## config.mk

```make
export PLATFORM = sky130hd
export DESIGN_NAME = touch_tap_gesture_detector
export DESIGN_NICKNAME = d
export VERILOG_FILES = /design/src/ttgd_pkg.sv /design/src/touch_tap_gesture_detector.sv
export SDC_FILE = /design/constraint.sdc
export NUM_CORES = 1
export LEC_CHECK = 0
export BUFFER_PORTS_ARGS = -buffer_cell sky130_fd_sc_hd__buf_2
export CORE_ASPECT_RATIO = 1.75
export CORE_UTILIZATION = 56
export DETAILED_ROUTE_END_ITERATION = 6
export PLACE_DENSITY = 0.78
export SLEW_MARGIN = 0
export SYNTH_ARGS = -nofsm -noshare
export SYNTH_HDL_FRONTEND = slang
export SYNTH_SLANG_ARGS = --single-unit
export TNS_END_PERCENT = 50
```

## constraint.sdc

```tcl
create_clock -name clk -period 4.26 [get_ports clk]
set_input_delay 0.213 -clock clk [delete_from_list [all_inputs] [get_ports clk]]
set_output_delay 0.213 -clock clk [all_outputs]
set_load 0.05 [all_outputs]
```

## src/ttgd_pkg.sv

```systemverilog
package ttgd_pkg;

    // Configuration port
    localparam int CFG_INDEX_W = 8;
    localparam int CFG_DATA_W  = 16;

    typedef enum logic [CFG_INDEX_W-1:0] {
        REG_SHORT_PRESS_LIMIT = 8'd0,
        REG_DOUBLE_TAP_WINDOW = 8'd1
    } cfg_reg_t;

    // Register reset values
    localparam logic [CFG_DATA_W-1:0] SHORT_PRESS_RESET   = 16'd500;
    localparam logic [CFG_DATA_W-1:0] DOUBLE_WINDOW_RESET = 16'd400;

    // Timestamp width
    localparam int TIME_W = 32;

endpackage

```

## src/touch_tap_gesture_detector.sv

```systemverilog
// Single/double tap detector for a stream of touch samples.
// Input channel (in_valid/in_ready): one item per sample, carrying the
// pressed level and a wrapping millisecond timestamp now_ms.
// Output channel (out_valid/out_ready): exactly one item per sample with
// single_tap, double_tap and tap_pending for that sample.
// Config channel (cfg_valid/cfg_ready/cfg_index/cfg_data): index 0 is the
// short-press limit, index 1 the double-tap window; other indexes are
// dropped. cfg_ready is always high.
// An accepted item passes the input register, then the result register,
// before it is shown. Throughput: one item per cycle unless the receiver
// stalls; the tap state is read and updated by a single
// subtract-and-compare step between the two registers.
// Reset clears the tap state and loads the register defaults (500, 400).
// When the receiver stalls, the result register holds and the input
// register fills; in_ready drops only when both are full, and rises in
// the same cycle out_ready returns.
module touch_tap_gesture_detector
    import ttgd_pkg::*;
(
    input  logic                   clk,
    input  logic                   rst_n,
    // sample input
    input  logic                   in_valid,
    output logic                   in_ready,
    input  logic                   pressed,
    input  logic [TIME_W-1:0]      now_ms,
    // result output
    output logic                   out_valid,
    input  logic                   out_ready,
    output logic                   single_tap,
    output logic                   double_tap,
    output logic                   tap_pending,
    // configuration write
    input  logic                   cfg_valid,
    output logic                   cfg_ready,
    input  logic [CFG_INDEX_W-1:0] cfg_index,
    input  logic [CFG_DATA_W-1:0]  cfg_data
);

    // Config registers
    logic [CFG_DATA_W-1:0] short_limit_reg;
    logic [CFG_DATA_W-1:0] window_reg;

    // Input stage
    logic              s1_valid_reg;
    logic              s1_pressed_reg;
    logic [TIME_W-1:0] s1_now_reg;
    logic              s1_advance;

    // Tap state
    logic              prev_pressed_reg;
    logic [TIME_W-1:0] press_start_reg;
    logic [TIME_W-1:0] last_tap_reg;
    logic              first_tap_reg;
    logic              prev_pressed_next;
    logic [TIME_W-1:0] press_start_next;
    logic [TIME_W-1:0] last_tap_next;
    logic              first_tap_next;

    // Result register
    logic out_valid_reg;
    logic single_tap_reg;
    logic double_tap_reg;
    logic tap_pending_reg;

    // Step signals
    logic              rise;
    logic              fall;
    logic [TIME_W-1:0] held;
    logic [TIME_W-1:0] gap;
    logic              short_tap;
    logic              dbl;
    logic              lapse;

    assign cfg_ready  = 1'b1;
    assign s1_advance = s1_valid_reg && (!out_valid_reg || out_ready);
    assign in_ready   = !s1_valid_reg || s1_advance;

    // Configuration writes
    always_ff @(posedge clk or negedge rst_n)
    begin
        if (!rst_n)
        begin
            short_limit_reg <= SHORT_PRESS_RESET;
            window_reg      <= DOUBLE_WINDOW_RESET;
        end
        else if (cfg_valid && cfg_ready)
        begin
            unique case (cfg_index)
                REG_SHORT_PRESS_LIMIT: short_limit_reg <= cfg_data;
                REG_DOUBLE_TAP_WINDOW: window_reg      <= cfg_data;
                default: ;
            endcase
        end
    end

    // Input register
    always_ff @(posedge clk or negedge rst_n)
    begin
        if (!rst_n)
            s1_valid_reg <= 1'b0;
        else if (in_ready)
            s1_valid_reg <= in_valid;
    end

    always_ff @(posedge clk)
    begin
        if (in_valid && in_ready)
        begin
            s1_pressed_reg <= pressed;
            s1_now_reg     <= now_ms;
        end
    end

    // Tap step: edge detect, press duration, tap gap, lapse
    always_comb
    begin
        rise      = s1_pressed_reg && !prev_pressed_reg;
        fall      = !s1_pressed_reg && prev_pressed_reg;
        held      = s1_now_reg - press_start_reg;
        gap       = s1_now_reg - last_tap_reg;
        short_tap = fall && (held < {{(TIME_W-CFG_DATA_W){1'b0}}, short_limit_reg});
        dbl       = short_tap && first_tap_reg
                    && (gap < {{(TIME_W-CFG_DATA_W){1'b0}}, window_reg});
        // a fresh pending tap has zero gap, so only an old one can lapse
        lapse     = !short_tap && first_tap_reg
                    && (gap > {{(TIME_W-CFG_DATA_W){1'b0}}, window_reg});

        prev_pressed_next = s1_pressed_reg;
        press_start_next  = rise ? s1_now_reg : press_start_reg;
        if (short_tap)
        begin
            first_tap_next = !dbl;
            last_tap_next  = dbl ? '0 : s1_now_reg;
        end
        else
        begin
            first_tap_next = first_tap_reg && !lapse;
            last_tap_next  = last_tap_reg;
        end
    end

    // State and result update
    always_ff @(posedge clk or negedge rst_n)
    begin
        if (!rst_n)
        begin
            prev_pressed_reg <= 1'b0;
            press_start_reg  <= '0;
            last_tap_reg     <= '0;
            first_tap_reg    <= 1'b0;
            out_valid_reg    <= 1'b0;
        end
        else
        begin
            if (s1_advance)
            begin
                prev_pressed_reg <= prev_pressed_next;
                press_start_reg  <= press_start_next;
                last_tap_reg     <= last_tap_next;
                first_tap_reg    <= first_tap_next;
                out_valid_reg    <= 1'b1;
            end
            else if (out_ready)
            begin
                out_valid_reg <= 1'b0;
            end
        end
    end

    always_ff @(posedge clk)
    begin
        if (s1_advance)
        begin
            single_tap_reg  <= short_tap;
            double_tap_reg  <= dbl;
            tap_pending_reg <= first_tap_next;
        end
    end

    assign out_valid   = out_valid_reg;
    assign single_tap  = single_tap_reg;
    assign double_tap  = double_tap_reg;
    assign tap_pending = tap_pending_reg;

    // Assertions
    a_dbl_is_tap: assert property (@(posedge clk) disable iff (!rst_n)
        out_valid && double_tap |-> single_tap)
        else $error("double tap without single tap");

    a_dbl_clears_pending: assert property (@(posedge clk) disable iff (!rst_n)
        out_valid && double_tap |-> !tap_pending)
        else $error("pending tap left after double tap");

    a_ready_only_when_full: assert property (@(posedge clk) disable iff (!rst_n)
        !in_ready |-> s1_valid_reg && out_valid_reg && !out_ready)
        else $error("input stalled with room in the pipe");

    a_advance_fills_output: assert property (@(posedge clk) disable iff (!rst_n)
        s1_advance |=> out_valid_reg)
        else $error("advanced item did not reach result register");

    a_pending_matches_state: assert property (@(posedge clk) disable iff (!rst_n)
        s1_advance |=> tap_pending_reg == first_tap_reg)
        else $error("pending flag differs from tap state");

endmodule
```

==> reports/metrics.cfg, run 1 <==
[outcome]
status = complete, but fails checks
violations = setup timing

[global_routing]
grt_max_degree = 67
grt_pass1_vias = 10200
antenna_found_initial = 1
grt_first_pass_wirelength_mm = 52.4
grt_usage_pct = 36.4
overflow = 0

[yosys]
async_reset_ff_share_pct = 73.5
synth-seq-cells = 136
syn-instance-count = 1093
ys_seq_area_share_pct = 35.1
synth_flop_cell = dfrtp_1
syn_avg_cell_area_um2 = 9.38
mappedNetlistNets = 1250
netlist_area_um2 = 10300
ys_types = 81
synth_edf_count = 36
yosysWarnings = 0

[final_layout]
fillers = 1234
multiInputGateArea_um2 = 6190
final_common_cell = buf_4
layout-drive-gt1-share_pct = 28.3
areaGrowthSynthToFinish_pct = 27.1
final_nets = 1481
layout_common_cells = buf_4 (147), inv_1 (111), nand2_1 (100), dfrtp_1 (91), ha_1 (90)
seq_area_um2 = 3590

[critical_path]
critPathMaxFanout = 3
rr_startpoint = s1_now_reg[4]$_DFFE_PP_
crit_required_ps = 4440
startpoint = s1_now_reg[4]$_DFFE_PP_
reg2regPathDepth = 23
worstSetupStartpointType = flop
critPathArrivalTime_ps = 5160
crit_type = flop to flop
cp_cell_sequence = buf_4 -> buf_6 -> ha_1 -> o211ai_1 -> a21oi_2 -> nor2_1 -> or2_2 -> nand2_1 -> a21o_1 -> a21oi_2 -> xnor2_1 -> ha_1 -> a21o_1 -> a21o_1 -> a21o_1 -> a21o_1 -> a211o_1 -> o211ai_1 -> and3b_1 -> or4b_1 -> nor3_1 -> buf_4 -> nor2_1
end_kind = flop
max_stage_delay_ps = 450
cpMaxStageDelayCell = edfxtp_1
critPathMostFrequentCell = a21o_1

[route]
first_iter_violations = 640
vias_per_cell = 6.14
met3_length_mm = 1.56
drc = 0
first_pass_iters = 5
wl_met2_mm = 17.6
top_layer = met4
ant_nets = 0
wl_per_cell_um = 21.5
routed_wl_mm = 33.7
via_count = 9652
wirelength_met1_mm = 11.3

[sta]
slew_violations = 0
fin_ws_ps = -716
final-setup-viol-count = 36
tightest_slew_ps = 927
hold_viol_final = 0
finalSetupTns_ps = -20980
finalCritPeriodShare_pct = 117
fmax_ghz = 0.201
rsz0062_at_grt = true
period_minus_slack_ps = 4980
slew_headroom_pct = 38.2
fin_skew_ps = 18.5

[place]
gp_congestion = 1.03
io_buffers = 66
place_hpwl_mm = 24.2

[pwr]
power_leakage_nw = 6.00
power_frac_comb_pct = 46.8
power_density_nw_per_um2 = 454
power_frac_seq_pct = 27.1
sw_frac_of_total_pct = 37.9
peakVddDrop_mv = 0.421
p_sw_mw = 2.24
pwr-share-clk_pct = 26.1
finalPower_mw = 5.91
p_int_mw = 3.67

[clock_tree]
cts_tree = built
cts.sinks = 136
clk_pin_slew_ps = 60
numCtsBuffers = 17
cts_root_buf = clkbuf_16
cts.path.max_buffers = 2
worstSkewPairLatency_ps = 440
h-tree-depth = 4

[min_path]
hold_start = now_ms[2]
whs_path_depth = 1
hold_class = primary input to flop

[floorplan]
die_area_um2 = 18900
start_util_pct = 57.0
die_w_um = 104
row_count = 65
core_area_um2 = 18000
io_pins = 68
die_y_um = 181

[job]
maxCapViolCount = 0

metal layers:
layer  vias to the layer above  track usage [%]
met2                       425             67.5
met4                         0             32.0
li1                       4441                -
met1                      4601             33.8
met5                         -                0
met3                       185             5.95
area by class of cell:
class | count | area share [%]
clock inverters | 14 | 1.24
flip-flops and latches | 136 | 27.6
multi-input cells | 805 | 47.5
diodes | 1 | 0.0192
clock buffers | 18 | 3.46
inverters | 112 | 3.23
repair buffers | 252 | 14.7
well taps | 234 | 2.25
critical path, delay by kind of cell (launching register included):
family	cells	cell delay (ps)
AND/OR/NAND/NOR	7	1340
XOR/XNOR	1	210
adder cells (fa/ha/maj)	2	580
buffers and inverters	3	460
flip-flops	1	450
AO/OA/AOI/OAI	10	1680
kinds of logic after synthesis:
group	count (synthesis)	share of synthesized area (%)
AND/OR/NAND/NOR	273	13.4
buffers and inverters	152	5.92
multiplexers	83	10.2
AO/OA/AOI/OAI	313	20.2
flip-flops	136	35.1
other	1	0.0366
adder cells (fa/ha/maj)	95	11.7
XOR/XNOR	40	3.42
power by group through the flow:
stage               logic, mW  registers, mW  clock network, mW
CTS                      2.67           1.60               1.54
finish                   2.77           1.60               1.54
global placement         2.52           1.61                  0
detailed placement       2.57           1.62                  0
global route             3.01           1.62               1.59
floorplan                1.59           1.60                  0
cells in the mapped netlist, types with 6 or more instances:
cell	number	share of area, %
edfxtp_1	36	11
nand3_1	23	1.1
o211ai_1	16	1.2
dfstp_2	9	2.3
dfrtp_1	91	22
nand2b_1	14	0.85
o21ai_0	62	3.0
nand4_1	12	0.73
o21a_1	12	0.88
nor2_1	46	1.7
nor3_1	18	0.88
a21boi_0	34	2.5
xor2_1	16	1.4
o2111ai_1	6	0.51
mux2_4	30	4.4
a21o_1	22	1.6
a31oi_1	8	0.49
a211oi_1	16	1.2
and4_1	8	0.68
and2_1	8	0.49
a21oi_1	84	4.1
inv_1	112	4.1
ha_1	93	11
mux2_2	50	5.5
nor4_1	6	0.37
clkbuf_1	30	1.1
and3_1	7	0.43
xnor2_1	24	2.1
nand2_1	100	3.7
final timing paths:
path / slack (ps) / end
min in group asynchronous: 450 / short_limit_reg[12]$_DFFE_PN0P_
min: 20 / s1_now_reg[2]$_DFFE_PP_
max reg2reg: -720 / tap_pending$_DFFE_PP_
max: -720 / tap_pending$_DFFE_PP_
max in group asynchronous: 2740 / press_start_reg[6]$_DFFE_PN0P_
min reg2reg: 510 / press_start_reg[24]$_DFFE_PN0P_
stage by stage:
step | util [%] | worst slack (ps) | cells | hold WS, ps | cell area, um^2
detailed placement | 66.0 | -1000 | 1496 | 379 | 11900
global placement | 66.0 | -866 | 1496 | 375 | 11900
finish | 72.5 | -716 | 1572 | 21.0 | 13000
CTS | 72.0 | -576 | 1566 | 2.59 | 12900
global route | 72.5 | -855 | 1572 | 10.1 | 13000
floorplan | - | -282 | 1093 | -82.6 | 10300
timing repair:
action | CTS | global route
hold buffers | 33 | 0
gates cloned | 2 | 1
pin swaps | 5 | 4
gates resized for setup | 14 | 8
endpoints found under the hold margin | 88 | 0
setup endpoints to repair | 36 | 36
setup buffers | 4 | 4
No activity file was read; power rests on OpenSTA's default activity.
==> inputs of run 2 (changes only) <==
--- a/config.mk
+++ b/config.mk
@@ -7,9 +7,9 @@
 export LEC_CHECK = 0
 export BUFFER_PORTS_ARGS = -buffer_cell sky130_fd_sc_hd__buf_2
 export CORE_ASPECT_RATIO = 1.75
-export CORE_UTILIZATION = 56
+export CORE_UTILIZATION = 65
 export DETAILED_ROUTE_END_ITERATION = 6
-export PLACE_DENSITY = 0.78
+export PLACE_DENSITY = 0.85
 export SLEW_MARGIN = 0
 export SYNTH_ARGS = -nofsm -noshare
 export SYNTH_HDL_FRONTEND = slang
==> constraint.sdc (replaced) <==
create_clock -name clk -period 6.4 [get_ports clk]
set_input_delay 0.32 -clock clk [delete_from_list [all_inputs] [get_ports clk]]
set_output_delay 0.32 -clock clk [all_outputs]
set_load 0.05 [all_outputs]
==> reports/metrics.cfg, run 2 (synthesis results as in run 1) <==
[floorplan]
row_count = 60
die_w_um = 96.9
io_pins = 68
core_area_um2 = 15400
die_area_um2 = 16300
die_y_um = 168
start_util_pct = 66.6

[sta]
fin_skew_ps = 10.9
period_minus_slack_ps = 5810
finalCritPeriodShare_pct = 90.8
hold_viol_final = 0
finalSetupTns_ps = 0
slew_violations = 0
slew_headroom_pct = 38.7
rsz0062_at_grt = false
final-setup-viol-count = 0
tightest_slew_ps = 919
fmax_ghz = 0.172
fin_ws_ps = 589

[place]
gp_congestion = 0.969
place_hpwl_mm = 22.5
pre_cts_ws_ps = 769
dpl_cell_area_um2 = 10700
io_buffers = 66

[route]
vias_per_cell = 6.58
via_count = 8845
routed_wl_mm = 29.0
wl_per_cell_um = 21.6
first_iter_violations = 461
first_pass_iters = 7
drc = 0
ant_nets = 0

[pwr]
finalPower_mw = 3.47
power_density_nw_per_um2 = 308
power_leakage_nw = 5.05
peakVddDrop_mv = 0.226

[clock_tree]
cts.path.max_buffers = 2
clk_pin_slew_ps = 60
worstSkewPairLatency_ps = 430
cts.sinks = 136
post_cts_buffers = 0
numCtsBuffers = 17
h-tree-depth = 4
cts_tree = built
cts_root_buf = clkbuf_16

[critical_path]
critPathMaxFanout = 32
crit_required_ps = 6700
worstSetupStartpointType = flop
crit_type = flop to flop
end_kind = flop
critPathArrivalTime_ps = 6110

[final_layout]
post-route-util_pct = 73.2
insertedDiodeCount = 0
stdcell_area_um2 = 11300
areaGrowthSynthToFinish_pct = 9.82
layout-drive-gt1-share_pct = 17.9
layout_common_cells = inv_1 (112), nand2_1 (100), ha_1 (93), dfrtp_1 (91), a21oi_1 (84)
final_nets = 1303
final_common_cell = inv_1

[global_routing]
grt_usage_pct = 36.5
antenna_found_initial = 0
overflow = 0
grt_pass1_vias = 9295
grt_max_degree = 72
grt_first_pass_wirelength_mm = 46.4

[job]
maxCapViolCount = 0

[min_path]
hold_class = primary input to flop

[outcome]
status = finished clean

-- run 2: cell count changes in the layout (fill, tap and decap cells not counted), sizes merged, moves of 4 or more --
cell         change
inv              -4
clkinvlp         +5
buf            -145
dlygate4sd3     -32
-- run 2: critical path, stage by stage (launching register included) --
cell and delay, ps:
edfxtp_1 470, ha_1 400, a21o_1 230, a31oi_1 290, a21o_1 220, a21o_1 250, nand2_1 110, nand3_1 110
and2_1 140, xnor2_1 120, ha_1 260, and4_1 230, and4_1 200, a21oi_1 100, nor4b_1 230, nand4_1 150
nor4b_1 310, nand4b_1 130, nor4_1 340, or4b_2 620, buf_4 330, mux2_1 380
-- run 2: path summary, 6_finish.rpt --
check | startpoint | endpoint | slack (ps) | depth (start not counted)
worst max-delay path | s1_now_reg[4]$_DFFE_PP_ | last_tap_reg[0]$_DFFE_PN0P_ | 590 | 21
worst min-delay path | now_ms[13] | s1_now_reg[13]$_DFFE_PP_ | 70 | 1
worst max register to register | s1_now_reg[4]$_DFFE_PP_ | last_tap_reg[0]$_DFFE_PN0P_ | 590 | 21
worst min register to register | press_start_reg[0]$_DFFE_PN0P_ | press_start_reg[0]$_DFFE_PN0P_ | 500 | 2
max in group asynchronous | rst_n | window_reg[11]$_DFFE_PN0P_ | 4780 | 3
min in group asynchronous | rst_n | short_limit_reg[11]$_DFFE_PN0P_ | 360 | 2
-- run 2: metrics by stage --
stage | hold WS (ps) | cells
after CTS | 66.8 | 1345
after global routing | 64.6 | 1345
final | 70.2 | 1345
after global placement | 270 | 1312
after detailed placement | 273 | 1312
after floorplan | 24.4 | 1093
-- run 2: what timing repair did --
action / in CTS / in global routing
hold buffers: 1 / 0
setup endpoints to repair: 0 / 0
endpoints found under the hold margin: 23 / 0
gates resized for setup: 0 / 0
-- run 2: where the power goes --
part,internal (mW),leakage [nW],switching [mW]
sequential,1.00,1.59,0.0719
clock,0.535,0.253,0.404
combinational,0.566,3.21,0.889
-- run 2: final cells by class --
cell class / count / area, um^2
inverters: 112 / 420
well taps: 186 / 233
flip-flops and latches: 136 / 3590
clock inverters: 14 / 128
repair buffers: 74 / 395
clock buffers: 18 / 429
fillers: 1135 / 4130
multi-input cells: 805 / 6060
-- run 2: layer usage --
metal / track usage (%) / share of wire, %
met3: 5.65 / 4.5
met1: 36.5 / 35
met5: 0 / 0
met4: 30.1 / 8.4
met2: 66.1 / 52
==> inputs of run 3 (changes only) <==
--- a/config.mk
+++ b/config.mk
@@ -7,9 +7,9 @@
 export LEC_CHECK = 0
 export BUFFER_PORTS_ARGS = -buffer_cell sky130_fd_sc_hd__buf_2
 export CORE_ASPECT_RATIO = 1.75
-export CORE_UTILIZATION = 65
+export CORE_UTILIZATION = 56
 export DETAILED_ROUTE_END_ITERATION = 6
-export PLACE_DENSITY = 0.85
+export PLACE_DENSITY = 0.78
 export SLEW_MARGIN = 0
 export SYNTH_ARGS = -nofsm -noshare
 export SYNTH_HDL_FRONTEND = slang
==> constraint.sdc (replaced) <==
create_clock -name clk -period 5 [get_ports clk]
set_input_delay 0.25 -clock clk [delete_from_list [all_inputs] [get_ports clk]]
set_output_delay 0.25 -clock clk [all_outputs]
set_load 0.05 [all_outputs]
==> reports/metrics.cfg, run 3 (synthesis results as in run 1) <==
[sta]
finalCritPeriodShare_pct = 102
slew_headroom_pct = 47.4
slew_violations = 0
whs_ps = 7.59
rsz0062_at_grt = true
fin_ws_ps = -122
tightest_slew_ps = 789
fmax_ghz = 0.195
fin_skew_ps = 9.84
period_minus_slack_ps = 5120
final-setup-viol-count = 33
hold_viol_final = 0

[global_routing]
grt_first_pass_wirelength_mm = 48.4
grt_max_degree = 60
antenna_found_initial = 0
overflow = 0
grt_pass1_vias = 9526
grt_usage_pct = 33.2

[critical_path]
crit_type = flop to flop
worstSetupStartpointType = flop
critPathMaxFanout = 8
cp_cell_sequence = inv_2 -> ha_4 -> fa_2 -> and2b_1 -> o211a_4 -> buf_6 -> o21a_4 -> o41ai_4 -> xnor2_1 -> ha_1 -> and4_1 -> and4_1 -> a21oi_1 -> nor4b_2 -> nand4_1 -> nor4b_2 -> nand4b_1 -> nor4_2 -> buf_4 -> or4b_4 -> clkbuf_16 -> mux2_4
end_kind = flop
crit_required_ps = 5310
max_stage_delay_ps = 560
cpMaxStageDelayCell = or4b_4
critPathArrivalTime_ps = 5430

[place]
dpl_cell_area_um2 = 11200
gp_congestion = 0.948
io_buffers = 66
place_hpwl_mm = 22.3

[route]
wl_per_cell_um = 20.7
routed_wl_mm = 30.6
ant_nets = 0
vias_per_cell = 6.12
first_pass_iters = 6
via_count = 9066
drc = 0
first_iter_violations = 589

[clock_tree]
worstSkewPairLatency_ps = 420
clk_pin_slew_ps = 60
cts_tree = built
cts.path.max_buffers = 2
cts_root_buf = clkbuf_16
numCtsBuffers = 17
cts.sinks = 136
h-tree-depth = 4

[pwr]
pwr-share-clk_pct = 26.1
power_frac_comb_pct = 44.9
finalPower_mw = 4.73
power_frac_seq_pct = 29.0
sw_frac_of_total_pct = 37.2
power_density_nw_per_um2 = 387
power_leakage_nw = 5.55
p_int_mw = 2.97
peakVddDrop_mv = 0.474
p_sw_mw = 1.76

[outcome]
status = complete, but fails checks
violations = setup timing

[final_layout]
areaGrowthSynthToFinish_pct = 19.3
final_nets = 1392
layout_common_cells = inv_1 (111), nand2_1 (100), ha_1 (92), dfrtp_1 (91), a21oi_1 (83)
stdcell_area_um2 = 12200
layout-drive-gt1-share_pct = 23.2
insertedDiodeCount = 0
final_common_cell = inv_1

[floorplan]
die_w_um = 104
core_area_um2 = 18000
die_area_um2 = 18900
die_y_um = 181
row_count = 65
start_util_pct = 57.0
io_pins = 68

[min_path]
hold_class = primary input to flop

[job]
maxCapViolCount = 0

==> run 3: changes by cell type in the layout (fill, tap and decap cells not counted), sizes merged <==
cell / delta
clkbuf: +8
clkinvlp: -6
buf: +68
clkinv: +1
dlygate4sd3: +20
inv: -2
==> run 3: metrics by stage <==
step                utilization, %  setup TNS (ps)  instances  worst slack, ps
floorplan                        -               0       1093              324
global placement              62.5           -7730       1420             -255
detailed placement            62.5          -10740       1420             -360
CTS                           67.7           -2660       1480            -96.1
global route                  68.0           -9000       1482             -289
finish                        68.0           -3360       1482             -122
==> run 3: worst paths after layout <==
check / endpoint / slack (ps) / from / cells after the start
max in group asynchronous: window_reg[7]$_DFFE_PN1P_ / 3480 / rst_n / 3
max: last_tap_reg[22]$_DFFE_PN0P_ / -120 / s1_now_reg[0]$_DFFE_PP_ / 22
max reg2reg: last_tap_reg[22]$_DFFE_PN0P_ / -120 / s1_now_reg[0]$_DFFE_PP_ / 22
min in group asynchronous: short_limit_reg[11]$_DFFE_PN0P_ / 430 / rst_n / 2
min: s1_now_reg[22]$_DFFE_PP_ / 8 / now_ms[22] / 1
min reg2reg: press_start_reg[23]$_DFFE_PN0P_ / 500 / press_start_reg[23]$_DFFE_PN0P_ / 1
==> run 3: worst max-delay path: cells and delay by family (launching register included) <==
family | cells | cell delay, ps
AND/OR/NAND/NOR | 9 | 2090
AO/OA/AOI/OAI | 4 | 840
adder cells (fa/ha/maj) | 3 | 620
buffers and inverters | 4 | 600
flip-flops | 1 | 370
multiplexers | 1 | 300
XOR/XNOR | 1 | 160
==> run 3: what timing repair did <==
| action | 4_1_cts | 5_1_grt |
|---|---|---|
| resized for setup | 14 | 7 |
| pin swaps | 3 | 2 |
| hold buffers | 21 | 0 |
| cloned | 2 | 1 |
| endpoints found under the setup margin | 34 | 36 |
| endpoints found under the hold margin | 73 | 0 |
| buffers inserted | 5 | 1 |
==> run 3: layout make-up <==
| class | instances | area (um^2) |
|---|---|---|
| clock inverters | 7 | 63.8 |
| repair buffers | 163 | 1200 |
| multi-input cells | 805 | 6140 |
| fillers | 1372 | 5740 |
| well taps | 234 | 293 |
| flip-flops and latches | 136 | 3590 |
| inverters | 112 | 420 |
| clock buffers | 25 | 518 |
==> run 3: power by group through the flow <==
stage | combinational [mW] | sequential [mW] | clock [mW]
CTS | 2.05 | 1.37 | 1.25
global placement | 1.95 | 1.38 | 0
global route | 2.31 | 1.38 | 1.30
finish | 2.12 | 1.37 | 1.24
floorplan | 1.34 | 1.36 | 0
detailed placement | 1.98 | 1.38 | 0
==> run 3: per-layer routing <==
| layer | part of all wire (%) | vias to the layer above | track usage, % |
|---|---|---|---|
| met5 | 0 | - | 0 |
| met4 | 7.5 | 0 | 24.6 |
| met3 | 4.4 | 133 | 4.37 |
| met2 | 53 | 361 | 61.8 |
| met1 | 35 | 4320 | 32.9 |
| li1 | - | 4252 | - |
